### config.mk
export PLATFORM = sky130hd
export DESIGN_NAME = humidity_temp_frame_decoder_unit
export DESIGN_NICKNAME = d
export VERILOG_FILES = /design/src/rtl/htfd_pkg.sv /design/src/rtl/htfd_conv.sv /design/src/rtl/htfd_seq.sv /design/src/rtl/humidity_temp_frame_decoder_unit.sv
export VERILOG_INCLUDE_DIRS = /design/src /design/src/rtl
export SDC_FILE = /design/constraint.sdc
export NUM_CORES = 1
export LEC_CHECK = 0
export BUFFER_PORTS_ARGS = -buffer_cell sky130_fd_sc_hd__buf_2
export CELL_PAD_IN_SITES_DETAIL_PLACEMENT = 2
export CELL_PAD_IN_SITES_GLOBAL_PLACEMENT = 2
export CORE_MARGIN = 4
export CORE_UTILIZATION = 41
export DETAILED_ROUTE_END_ITERATION = 8
export GPL_TIMING_DRIVEN = 0
export MAX_ROUTING_LAYER = met4
export PLACE_DENSITY_LB_ADDON = 0.1
export SLEW_MARGIN = 10
export SYNTH_ARGS = -nofsm -noshare
export SYNTH_HDL_FRONTEND = slang
export SYNTH_HIERARCHICAL = 1
export SYNTH_SLANG_ARGS = --single-unit
export TNS_END_PERCENT = 1
### constraint.sdc
create_clock -name clk -period 8.65 [get_ports clk]
set_input_delay 1.73 -clock clk [delete_from_list [all_inputs] [get_ports clk]]
set_output_delay 1.73 -clock clk [all_outputs]
set_load 0.01 [all_outputs]
### src/rtl/humidity_temp_frame_decoder_unit_assert.svh
// ----------------------------------------------------------------------------
// Assertion macros
// Shared concurrent assertion forms for the frame decoder RTL.
// ----------------------------------------------------------------------------
`ifndef HUMIDITY_TEMP_FRAME_DECODER_UNIT_ASSERT_SVH
`define HUMIDITY_TEMP_FRAME_DECODER_UNIT_ASSERT_SVH

// same-cycle implication, sampled on clk, off during rst
`define HTFD_ASSERT_SAME(label, ante, cons, msg) \
  label: assert property (@(posedge clk) disable iff (rst) (ante) |-> (cons)) \
    else $error(msg);

// next-cycle implication
`define HTFD_ASSERT_NEXT(label, ante, cons, msg) \
  label: assert property (@(posedge clk) disable iff (rst) (ante) |=> (cons)) \
    else $error(msg);

`endif

### src/rtl/htfd_pkg.sv
// ----------------------------------------------------------------------------
// htfd_pkg
// Types, constants and CRC/scaling helpers for the frame decoder.
// ----------------------------------------------------------------------------
`default_nettype none

package htfd_pkg;

  localparam logic [7:0]  CRC_POLY = 8'h31;
  localparam logic [7:0]  CRC_INIT = 8'hFF;
  localparam logic [23:0] TEMP_OFFSET = 24'd2949075;  // 45 * 65535

  typedef enum logic [1:0] {
    ST_OK       = 2'd0,
    ST_TEMP_BAD = 2'd1,
    ST_HUM_BAD  = 2'd2
  } status_t;

  typedef struct packed {
    status_t           frame_status;
    logic [6:0]        humidity_pct;
    logic signed [8:0] temperature_c;
  } result_t;

  // CRC-8, MSB first, one byte
  function automatic logic [7:0] crc8_update(input logic [7:0] crc, input logic [7:0] b);
    logic [7:0] c;
    c = crc ^ b;
    for (int k = 0; k < 8; k++) begin
      c = c[7] ? ({c[6:0], 1'b0} ^ CRC_POLY) : {c[6:0], 1'b0};
    end
    return c;
  endfunction

  // floor(x / 65535) for x < 2^24
  function automatic logic [8:0] div_full_scale(input logic [23:0] x);
    logic [24:0] s;
    s = {1'b0, x} + {17'd0, x[23:16]} + 25'd1;
    return s[24:16];
  endfunction

endpackage

`default_nettype wire

### src/rtl/htfd_conv.sv
// ----------------------------------------------------------------------------
// htfd_conv
// Raw 16-bit word to whole degrees C and whole percent, truncated toward zero.
// ----------------------------------------------------------------------------
`default_nettype none

module htfd_conv
  import htfd_pkg::*;
(
  input  wire logic [15:0]       raw,
  output logic signed [8:0]      temperature_c,
  output logic [6:0]             humidity_pct
);

  logic [23:0] temp_scaled;
  logic [23:0] temp_diff;
  logic [8:0]  temp_mag;
  logic [23:0] hum_scaled;
  logic [8:0]  hum_q;

  always_comb begin
    temp_scaled = 24'(raw) * 24'd175;
    if (temp_scaled >= TEMP_OFFSET) begin
      temp_diff = temp_scaled - TEMP_OFFSET;
    end else begin
      temp_diff = TEMP_OFFSET - temp_scaled;
    end
    temp_mag = div_full_scale(temp_diff);
    temperature_c = (temp_scaled >= TEMP_OFFSET) ? $signed(temp_mag) : -$signed(temp_mag);

    hum_scaled   = 24'(raw) * 24'd100;
    hum_q        = div_full_scale(hum_scaled);
    humidity_pct = hum_q[6:0];
  end

endmodule

`default_nettype wire

### src/rtl/htfd_seq.sv
// ----------------------------------------------------------------------------
// htfd_seq
// Byte sequencer: tracks reply position, runs CRC, holds words and flags.
// ----------------------------------------------------------------------------
`default_nettype none

module htfd_seq
  import htfd_pkg::*;
(
  input  wire logic       clk,
  input  wire logic       rst,
  input  wire logic       take,
  input  wire logic [7:0] rx_byte,
  input  wire logic       frame_start,
  output logic            at_last,
  output logic            res_valid,
  output result_t         res
);

  typedef enum logic [2:0] {
    P_TEMP_HI  = 3'd0,
    P_TEMP_LO  = 3'd1,
    P_TEMP_CRC = 3'd2,
    P_HUM_HI   = 3'd3,
    P_HUM_LO   = 3'd4,
    P_HUM_CRC  = 3'd5
  } pos_t;

  pos_t              pos, pos_next, pos_eff;
  logic [7:0]        crc, crc_next;
  logic [7:0]        word_hi, word_hi_next;
  logic [15:0]       raw_hold, raw_hold_next;
  logic signed [8:0] temp_hold, temp_hold_next;
  logic              temp_bad, temp_bad_next;
  logic signed [8:0] conv_temp;
  logic [6:0]        conv_hum;
  status_t           status;

  htfd_conv u_conv (
    .raw           (raw_hold),
    .temperature_c (conv_temp),
    .humidity_pct  (conv_hum)
  );

  always_comb begin
    pos_eff        = frame_start ? P_TEMP_HI : pos;
    pos_next       = pos;
    crc_next       = crc;
    word_hi_next   = word_hi;
    raw_hold_next  = raw_hold;
    temp_hold_next = temp_hold;
    temp_bad_next  = temp_bad;
    res_valid      = 1'b0;

    if (temp_bad) begin
      status = ST_TEMP_BAD;
    end else if (crc != rx_byte) begin
      status = ST_HUM_BAD;
    end else begin
      status = ST_OK;
    end
    res.frame_status  = status;
    res.temperature_c = (status == ST_TEMP_BAD) ? 9'sd0 : temp_hold;
    res.humidity_pct  = (status == ST_OK) ? conv_hum : 7'd0;

    if (take) begin
      unique case (pos_eff)
        P_TEMP_HI, P_HUM_HI: begin
          crc_next     = crc8_update(CRC_INIT, rx_byte);
          word_hi_next = rx_byte;
          pos_next     = (pos_eff == P_TEMP_HI) ? P_TEMP_LO : P_HUM_LO;
        end
        P_TEMP_LO, P_HUM_LO: begin
          crc_next      = crc8_update(crc, rx_byte);
          raw_hold_next = {word_hi, rx_byte};
          pos_next      = (pos_eff == P_TEMP_LO) ? P_TEMP_CRC : P_HUM_CRC;
        end
        P_TEMP_CRC: begin
          temp_bad_next  = (crc != rx_byte);
          temp_hold_next = conv_temp;
          crc_next       = CRC_INIT;
          pos_next       = P_HUM_HI;
        end
        P_HUM_CRC: begin
          res_valid = 1'b1;
          crc_next  = CRC_INIT;
          pos_next  = P_TEMP_HI;
        end
        default: begin
          pos_next = P_TEMP_HI;
        end
      endcase
    end
  end

  assign at_last = (pos == P_HUM_CRC);

  always_ff @(posedge clk) begin
    if (rst) begin
      pos       <= P_TEMP_HI;
      crc       <= CRC_INIT;
      word_hi   <= 8'd0;
      raw_hold  <= 16'd0;
      temp_hold <= 9'sd0;
      temp_bad  <= 1'b0;
    end else begin
      pos       <= pos_next;
      crc       <= crc_next;
      word_hi   <= word_hi_next;
      raw_hold  <= raw_hold_next;
      temp_hold <= temp_hold_next;
      temp_bad  <= temp_bad_next;
    end
  end

endmodule

`default_nettype wire

### src/rtl/humidity_temp_frame_decoder_unit.sv
// ----------------------------------------------------------------------------
// humidity_temp_frame_decoder_unit
// Decodes six-byte humidity/temperature sensor replies into scaled readings.
// ----------------------------------------------------------------------------
// Input stream: one reply byte per transfer, s_tdata[7:0]; s_tuser high marks
// the first byte of a reply and resynchronizes the byte position.
// Output stream: one transfer per complete reply, after its sixth byte;
// m_tdata carries temperature (signed degrees C) and humidity (percent),
// m_tuser the status (ok, temperature CRC bad, humidity CRC bad).
// Throughput: one byte per cycle. Latency: the result appears on m_tvalid the
// cycle after the sixth byte's transfer, set by the single output register.
// Reset (rst, synchronous): position returns to the first byte, CRC to 0xFF,
// output register empties.
// Receiver stall: while a result waits, bytes 1 to 5 of the next reply are
// still taken; the sixth is held off until the waiting result is taken.
// ----------------------------------------------------------------------------
`default_nettype none

`include "humidity_temp_frame_decoder_unit_assert.svh"

module humidity_temp_frame_decoder_unit
  import htfd_pkg::*;
(
  input  wire logic        clk,
  input  wire logic        rst,
  input  wire logic        s_tvalid,
  output logic             s_tready,
  input  wire logic [7:0]  s_tdata,   // [7:0] rx_byte
  input  wire logic        s_tuser,   // [0] frame_start
  output logic             m_tvalid,
  input  wire logic        m_tready,
  output logic [15:0]      m_tdata,   // [8:0] temperature_c, [15:9] humidity_pct
  output logic [1:0]       m_tuser    // [1:0] frame_status
);

  logic    take;
  logic    at_last;
  logic    res_valid;
  result_t res;
  result_t out_res;

  assign s_tready = m_tready || !m_tvalid || !at_last;
  assign take     = s_tvalid && s_tready;

  htfd_seq u_seq (
    .clk         (clk),
    .rst         (rst),
    .take        (take),
    .rx_byte     (s_tdata),
    .frame_start (s_tuser),
    .at_last     (at_last),
    .res_valid   (res_valid),
    .res         (res)
  );

  always_ff @(posedge clk) begin
    if (rst) begin
      m_tvalid <= 1'b0;
    end else if (m_tready || !m_tvalid) begin
      m_tvalid <= res_valid;
    end
    if (m_tready || !m_tvalid) begin
      out_res <= res;
    end
  end

  assign m_tdata = {out_res.humidity_pct, out_res.temperature_c};
  assign m_tuser = out_res.frame_status;

  `HTFD_ASSERT_NEXT(a_result_registered, res_valid, m_tvalid, "result lost")
  `HTFD_ASSERT_SAME(a_status_code,
    m_tvalid, (m_tuser == ST_OK || m_tuser == ST_TEMP_BAD || m_tuser == ST_HUM_BAD),
    "bad status code")
  `HTFD_ASSERT_SAME(a_temp_bad_zero,
    m_tvalid && m_tuser == ST_TEMP_BAD, m_tdata == 16'd0, "fields not zero on temp error")
  `HTFD_ASSERT_SAME(a_ranges,
    m_tvalid, ($signed(m_tdata[8:0]) >= -9'sd45 && $signed(m_tdata[8:0]) <= 9'sd130
               && m_tdata[15:9] <= 7'd100), "reading out of range")

endmodule

`default_nettype wire
=== After elaboration in Yosys (flattened, before gate mapping) ===
Cells that the tools add are included.

* Input bits: 13
* Output and inout bits: 20
* Word-level logic and storage cells: 88
* Register bits: 64

* Add/subtract/negate cells: 7
* Reduce and logical (&&, ||, !) cells: 15
* Eq/ne operators: 8
* Muxes and demuxes: 27
* Bitwise logic cells: 18
* Magnitude comparators: 1
* Multiply operators: 2

{| class="wikitable"
|+ Operators by type and width
! operator !! number
|-
| $mux 6 || 16
|-
| $not 3->3 || 16
|-
| $add 24x8->25 || 1
|-
| $add 25x1->25 const B || 1
|-
| $ge 24x22->1 const B || 1
|-
| $mul 16x8->24 const B || 1
|-
| $mux 24 || 1
|-
| $pmux 8 s3 || 1
|-
| $sub 22x24->24 const A || 1
|-
| $sub 24x22->24 const B || 1
|-
| $add 23x1->23 const B || 1
|-
| $add 23x7->23 || 1
|-
| $mul 16x5->21 const B || 1
|-
| $eq 3x3->1 const B || 3
|-
| $mux 3 || 3
|-
| $mux 9 || 1
|-
| $neg 9->9 || 1
|-
| $pmux 3 s3 || 1
|-
| $ne 8x8->1 || 1
|-
| $not 8->8 || 1
|-
| $reduce_and 2->1 || 4
|-
| $xor 8x8->8 || 1
|-
| $eq 3x2->1 const B || 2
|-
| $reduce_or 2->1 || 3
|-
| other kinds (10) || 14
|}

=== Longest topological paths before layout ===
* Depth after elaboration: 18
* Gate-level depth with buffers: 41
* Gate-level depth less buffers: 39

=== Modules after synthesis ===
The synthesis kept the hierarchy.

{| class="wikitable"
|+ By module, submodules not included
! module !! area an instance (µm²) !! times used !! cells each
|-
| htfd_conv || 6701.4 || 1 || 832
|-
| htfd_seq || 2387.3 || 1 || 272
|-
| humidity_temp_frame_decoder_unit || 601.8 || 1 || 25
|}

=== Worst setup path after synthesis ===
OpenSTA, ideal clock, no wires.

* Path kind: flip-flop to flip-flop
* Start: register u_seq.raw_hold[14]
* End: register u_seq.temp_hold[4]
* Slack: 0.835 ns
* Path buffers: 2
* Arrival: 7.699 ns
* Period minus slack after synthesis: 7.815 ns
* Stages on the path, launching flop included: 39
* Cells stage by stage: dfxtp_1 -> inv_1 -> ha_1 -> fa_1 -> inv_1 -> fa_1 -> inv_1 -> fa_1 -> inv_1 -> ha_1 -> buf_2 -> a21oi_1 -> o21ai_1 -> a311o_1 -> or3_4 -> a2111oi_4 -> nand2_2 -> nand2_1 -> [... 3 more ...] -> inv_1 -> ha_1 -> nand3_1 -> nor2_1 -> o41ai_1 -> nand2_1 -> a21oi_1 -> nor2b_1 -> nand3_2 -> xnor2_1 -> ha_1 -> nor2_1 -> nand3_1 -> o221ai_1 -> nor2_1 -> xor2_1 -> nand2_1 -> a21oi_1

* Word-level cells in the longest chain between the ends: 7
* Elaborated cells between the ends (all ways): 9
* Classes of those cells: 5 x add/sub; 1 x mul; 1 x order compare; 2 x mux

{| class="wikitable"
|+ RTL lines
! element !! RTL line !! text
|-
| start: declaration || htfd_seq.sv:32 || <nowiki>logic [15:0] raw_hold, raw_hold_next;</nowiki>
|-
| start signal: assignment || htfd_seq.sv:110 || <nowiki>raw_hold <= raw_hold_next;</nowiki>
|-
| $mul 16x8->24 * || htfd_conv.sv:22 || <nowiki>temp_scaled = 24'(raw) * 24'd175;</nowiki>
|-
| $sub 22x24->24, or another cell as far along || htfd_conv.sv:26 || <nowiki>temp_diff = TEMP_OFFSET - temp_scaled;</nowiki>
|-
| $mux 24 || htfd_conv.sv:23 || <nowiki>if (temp_scaled >= TEMP_OFFSET) begin</nowiki>
|-
| $add 24x8->25 || htfd_pkg.sv:38 || <nowiki>s = {1'b0, x} + {17'd0, x[23:16]} + 25'd1;</nowiki>
|-
| $add 25x1->25 || htfd_pkg.sv:38 ||
|-
| $neg 9->9 || htfd_conv.sv:29 || <nowiki>temperature_c = (temp_scaled >= TEMP_OFFSET) ? $signed(temp_mag) : -$signed(temp_mag);</nowiki>
|-
| $mux 9 * || htfd_conv.sv:29 ||
|-
| named net u_seq.conv_temp[4] || htfd_seq.sv:35 || <nowiki>logic signed [8:0] conv_temp;</nowiki>
|-
| end signal: assignment || htfd_seq.sv:111 || <nowiki>temp_hold <= temp_hold_next;</nowiki>
|-
| end: declaration || htfd_seq.sv:33 || <nowiki>logic signed [8:0] temp_hold, temp_hold_next;</nowiki>
|}

The timed path passes the listed nets; every way through them passes the cells marked *.
A chain may end at the register's enable or synchronous reset.

=== Worst setup path after layout ===
* Start: register u_seq.raw_hold[12]
* End: register u_seq.temp_hold[4]

The elaborated chain is that of the path after synthesis.

==> impl_metrics.xml <==
<?xml version="1.0" encoding="UTF-8"?>
<metrics>
  <group name="route">
    <metric name="wirelength" unit="um">33100</metric>
    <metric name="drc_violations_left" unit="">0</metric>
    <metric name="detail_route.iter0.violations" unit="">342</metric>
    <metric name="via_cell_ratio" unit="">5.66</metric>
    <metric name="route.layer.met1.wl" unit="um">14500</metric>
    <metric name="detail_route.first_pass.iterations" unit="">5</metric>
    <metric name="avgRoutedWirePerCell" unit="um">22.0</metric>
    <metric name="met2RoutedLength" unit="um">17300</metric>
    <metric name="met3RoutedLength" unit="um">767</metric>
    <metric name="route.antenna.remaining_nets" unit="">0</metric>
    <metric name="top_layer" unit="">met4</metric>
    <metric name="via_count" unit="">8504</metric>
  </group>
  <group name="sta">
    <metric name="fin_ws" unit="ns">0.325</metric>
    <metric name="hold_slack" unit="ns">0.473</metric>
    <metric name="worst_pin_slew" unit="ns">1.10</metric>
    <metric name="final-hold-violation-count" unit="">0</metric>
    <metric name="finClkSkew" unit="ns">0.00834</metric>
    <metric name="setup_viol" unit="">0</metric>
    <metric name="final.period_utilization" unit="%">96.2</metric>
    <metric name="fmax" unit="MHz">120</metric>
    <metric name="slew_headroom" unit="%">26.2</metric>
    <metric name="finalCriticalPeriod" unit="ns">8.32</metric>
    <metric name="grt_setup_unrepaired" unit="">true</metric>
    <metric name="slew_viol_final" unit="">0</metric>
  </group>
  <group name="yosys">
    <metric name="ys_seq_area_share" unit="%">15.1</metric>
    <metric name="synthesis.instances" unit="">1129</metric>
    <metric name="yosys.cell_types.count" unit="">102</metric>
    <metric name="synth_nets" unit="">1327</metric>
    <metric name="edff_count_synth" unit="">18</metric>
    <metric name="postSynthRegisterBits" unit="">64</metric>
    <metric name="yosys_most_used_dff" unit="">sky130_fd_sc_hd__dfxtp_1</metric>
    <metric name="synthArstFlopShare" unit="%">0</metric>
    <metric name="yosysTopAreaCellShare" unit="%">15.6</metric>
    <metric name="postSynthAreaPerCell" unit="um^2">8.58</metric>
    <metric name="synth_area_leader_cell" unit="">sky130_fd_sc_hd__ha_1</metric>
    <metric name="synth_top_cells_by_area" unit="">sky130_fd_sc_hd__ha_1 (16%), sky130_fd_sc_hd__fa_1 (13%), sky130_fd_sc_hd__dfxtp_1 (9.5%), sky130_fd_sc_hd__inv_1 (6.5%), sky130_fd_sc_hd__xnor2_1 (5.7%)</metric>
    <metric name="synth.cell_area" unit="mm^2">0.00969</metric>
    <metric name="yosysWarnings" unit="">6</metric>
  </group>
  <group name="setup_path">
    <metric name="slowest_stage" unit="">sky130_fd_sc_hd__fa_1</metric>
    <metric name="worstRegToRegCells" unit="">39</metric>
    <metric name="critPathMaxStageDelay" unit="ns">0.56</metric>
    <metric name="startpoint_type" unit="">flip-flop</metric>
    <metric name="endpoint_kind" unit="">flip-flop</metric>
    <metric name="cp.arrival" unit="ns">8.60</metric>
    <metric name="crit_fanout" unit="">10</metric>
    <metric name="critical-path-top-cell-by-count" unit="">sky130_fd_sc_hd__inv_1</metric>
    <metric name="timing_worst_setup_path_type" unit="">flip-flop to flip-flop</metric>
    <metric name="timing.critical_path.required" unit="ns">8.92</metric>
  </group>
  <group name="floorplanning">
    <metric name="dieArea" unit="mm^2">0.0262</metric>
    <metric name="num_io_pins" unit="">33</metric>
    <metric name="core.rowCount" unit="">55</metric>
    <metric name="fp.dieW" unit="um">162</metric>
    <metric name="initial_utilization" unit="%">42.3</metric>
    <metric name="floorplan.die.height" unit="um">162</metric>
    <metric name="fp.coreArea" unit="mm^2">0.0229</metric>
  </group>
  <group name="pwr">
    <metric name="internal_power" unit="uW">679</metric>
    <metric name="max_ir_drop_vdd" unit="uV">85.2</metric>
    <metric name="power_per_cell_area" unit="mW/mm^2">93.4</metric>
    <metric name="p_leak" unit="uW">0.00525</metric>
    <metric name="p_sw_share" unit="%">33.6</metric>
    <metric name="total_switching_power" unit="uW">345</metric>
    <metric name="pwr-share-clk" unit="%">36.9</metric>
    <metric name="seqPwrFrac" unit="%">32.0</metric>
    <metric name="power.share.combinational" unit="%">31.2</metric>
  </group>
  <group name="final_layout">
    <metric name="drive_above_1_share" unit="%">15.5</metric>
    <metric name="final_nets" unit="">1382</metric>
    <metric name="utilization" unit="%">47.9</metric>
    <metric name="fill_cells" unit="">2563</metric>
    <metric name="synthesis_to_finish_area_growth" unit="%">13.2</metric>
    <metric name="layout.cells.most_common" unit="">sky130_fd_sc_hd__inv_1</metric>
    <metric name="layout_common_cells" unit="">sky130_fd_sc_hd__inv_1 (167), sky130_fd_sc_hd__ha_1 (120), sky130_fd_sc_hd__nand2_1 (97)</metric>
  </group>
  <group name="clock_network">
    <metric name="cts_tree" unit="">yes</metric>
    <metric name="cts_root_buf" unit="">sky130_fd_sc_hd__clkbuf_16</metric>
    <metric name="numCtsBuffers" unit="">9</metric>
    <metric name="clkSinkCount" unit="">64</metric>
    <metric name="clk-insertion-delay-late" unit="ns">0.34</metric>
    <metric name="cts_htree_levels" unit="">3</metric>
    <metric name="cts.path.max_buffers" unit="">2</metric>
    <metric name="clk_pin_slew_worst_paths" unit="ns">0.06</metric>
  </group>
  <group name="flow_run">
    <metric name="timing.max_cap.violations" unit="">0</metric>
  </group>
  <group name="global_route">
    <metric name="overflow" unit="">0</metric>
    <metric name="grt_antenna_before_repair" unit="">0</metric>
    <metric name="first_global_vias" unit="">9496</metric>
    <metric name="global_route_wire_length_before_repair" unit="um">52700</metric>
    <metric name="grtUsageTotal" unit="%">25.9</metric>
    <metric name="grt_start_max_net_pins" unit="">20</metric>
  </group>
  <group name="status">
    <metric name="run_status" unit="">complete, no violations</metric>
  </group>
  <group name="place">
    <metric name="gp_congestion" unit="">0.805</metric>
    <metric name="dp.final_hpwl" unit="um">26100</metric>
    <metric name="post-place-ws" unit="ns">-1.04</metric>
    <metric name="numPortBuffers" unit="">25</metric>
  </group>
  <group name="hold_path">
    <metric name="min_path_cells" unit="">2</metric>
    <metric name="worst_hold_path_class" unit="">flip-flop to flip-flop</metric>
  </group>
</metrics>
==> cells by family (layout without fill, tap and decap cells) <==
| family | count (synthesis) | in the layout | synth area share [%] |
|---|---|---|---|
| AOI/OAI and AO/OA | 244 | 244 | 18.5 |
| xor gates and xnor gates | 98 | 98 | 9.72 |
| adders and majority gates | 185 | 185 | 28.8 |
| buffers and inverters | 212 | 272 | 9.31 |
| DFF | 64 | 64 | 15.1 |
| muxes | 19 | 19 | 1.99 |
| other | 0 | 1 | 0 |
| and+or+nand+nor | 307 | 307 | 16.6 |
==> synth_stat cells (24+ instances only) <==
library cell / number
sky130_fd_sc_hd__o21ai_0: 24
sky130_fd_sc_hd__nand3_1: 29
sky130_fd_sc_hd__xnor2_1: 63
sky130_fd_sc_hd__fa_1: 64
sky130_fd_sc_hd__xor2_1: 28
sky130_fd_sc_hd__nor2_1: 53
sky130_fd_sc_hd__dfxtp_1: 46
sky130_fd_sc_hd__a21oi_1: 77
sky130_fd_sc_hd__inv_1: 168
sky130_fd_sc_hd__ha_1: 121
sky130_fd_sc_hd__nand2_1: 99
==> power by group through the flow <==
stage                     combinational [uW]  sequential [uW]  clock, uW
after floorplan                          233              329          0
after global placement                   292              333          0
after detailed placement                 307              334          0
after CTS                                315              328        380
after global routing                     358              328        398
final                                    319              328        377
==> what timing repair did <==
action	in CTS	in global routing
buffers inserted	7	12
hold buffers	0	0
endpoints found under the setup margin	9	8
gates resized for setup	28	44
pin swaps	5	7
endpoints found under the hold margin	0	0
==> registers in the layout, indices dropped and copies added, names as in the netlist <==
signal,cells
m_tdata,16
m_tuser,2
m_tvalid,1
u_seq/crc,8
u_seq/pos,3
u_seq/raw_hold,16
u_seq/temp_bad,1
u_seq/temp_hold,9
u_seq/word_hi,8
==> cell type report <==
| cell class | count | area [um^2] | area share [%] |
|---|---|---|---|
| clock buffer | 10 | 239 | 2.18 |
| buffer | 43 | 280 | 2.56 |
| multi-input combinational | 853 | 7580 | 69.1 |
| timing repair buffer | 44 | 280 | 2.56 |
| tap | 313 | 392 | 3.57 |
| sequential | 64 | 1490 | 13.6 |
| antenna | 1 | 2.50 | 0.0228 |
| inverter | 169 | 638 | 5.82 |
| clock inverter | 6 | 67.6 | 0.616 |
==> final timing paths <==
check	startpoint	endpoint	slack (ns)
worst min-delay path	u_seq/temp_hold[2]$_SDFFE_PP0P_	u_seq/temp_hold[2]$_SDFFE_PP0P_	0.47
worst max-delay path	u_seq/raw_hold[12]$_SDFFE_PP0P_	u_seq/temp_hold[4]$_SDFFE_PP0P_	0.33
worst max register to register	u_seq/raw_hold[12]$_SDFFE_PP0P_	u_seq/temp_hold[4]$_SDFFE_PP0P_	0.33
worst min register to register	u_seq/temp_hold[2]$_SDFFE_PP0P_	u_seq/temp_hold[2]$_SDFFE_PP0P_	0.47
==> critical path: cells and delay by family, from the launching register on <==
family | cells | cell delay [ns]
DFF | 1 | 0.41
and+or+nand+nor | 12 | 1.76
buffers and inverters | 8 | 1.06
AOI/OAI and AO/OA | 10 | 1.83
adders and majority gates | 7 | 2.80
xor gates and xnor gates | 2 | 0.38
==> per-layer routing <==
layer / track usage, % / vias up
met5: - / -
met4: 4.81 / 0
met3: 3.10 / 35
met2: 46.3 / 103
met1: 32.0 / 4360
li1: - / 4006
==> metrics by stage <==
stage               setup TNS (ns)  instances  power, uW  cell area (um^2)
floorplan                        0       1129        563              9690
global placement             -3.83       1467        625             10200
detailed placement           -6.11       1467        641             10200
CTS                              0       1490       1020             10700
global route                -0.409       1502       1080             11000
finish                           0       1503       1020             11000
Note: power is estimated with default switching activity, not from simulation.
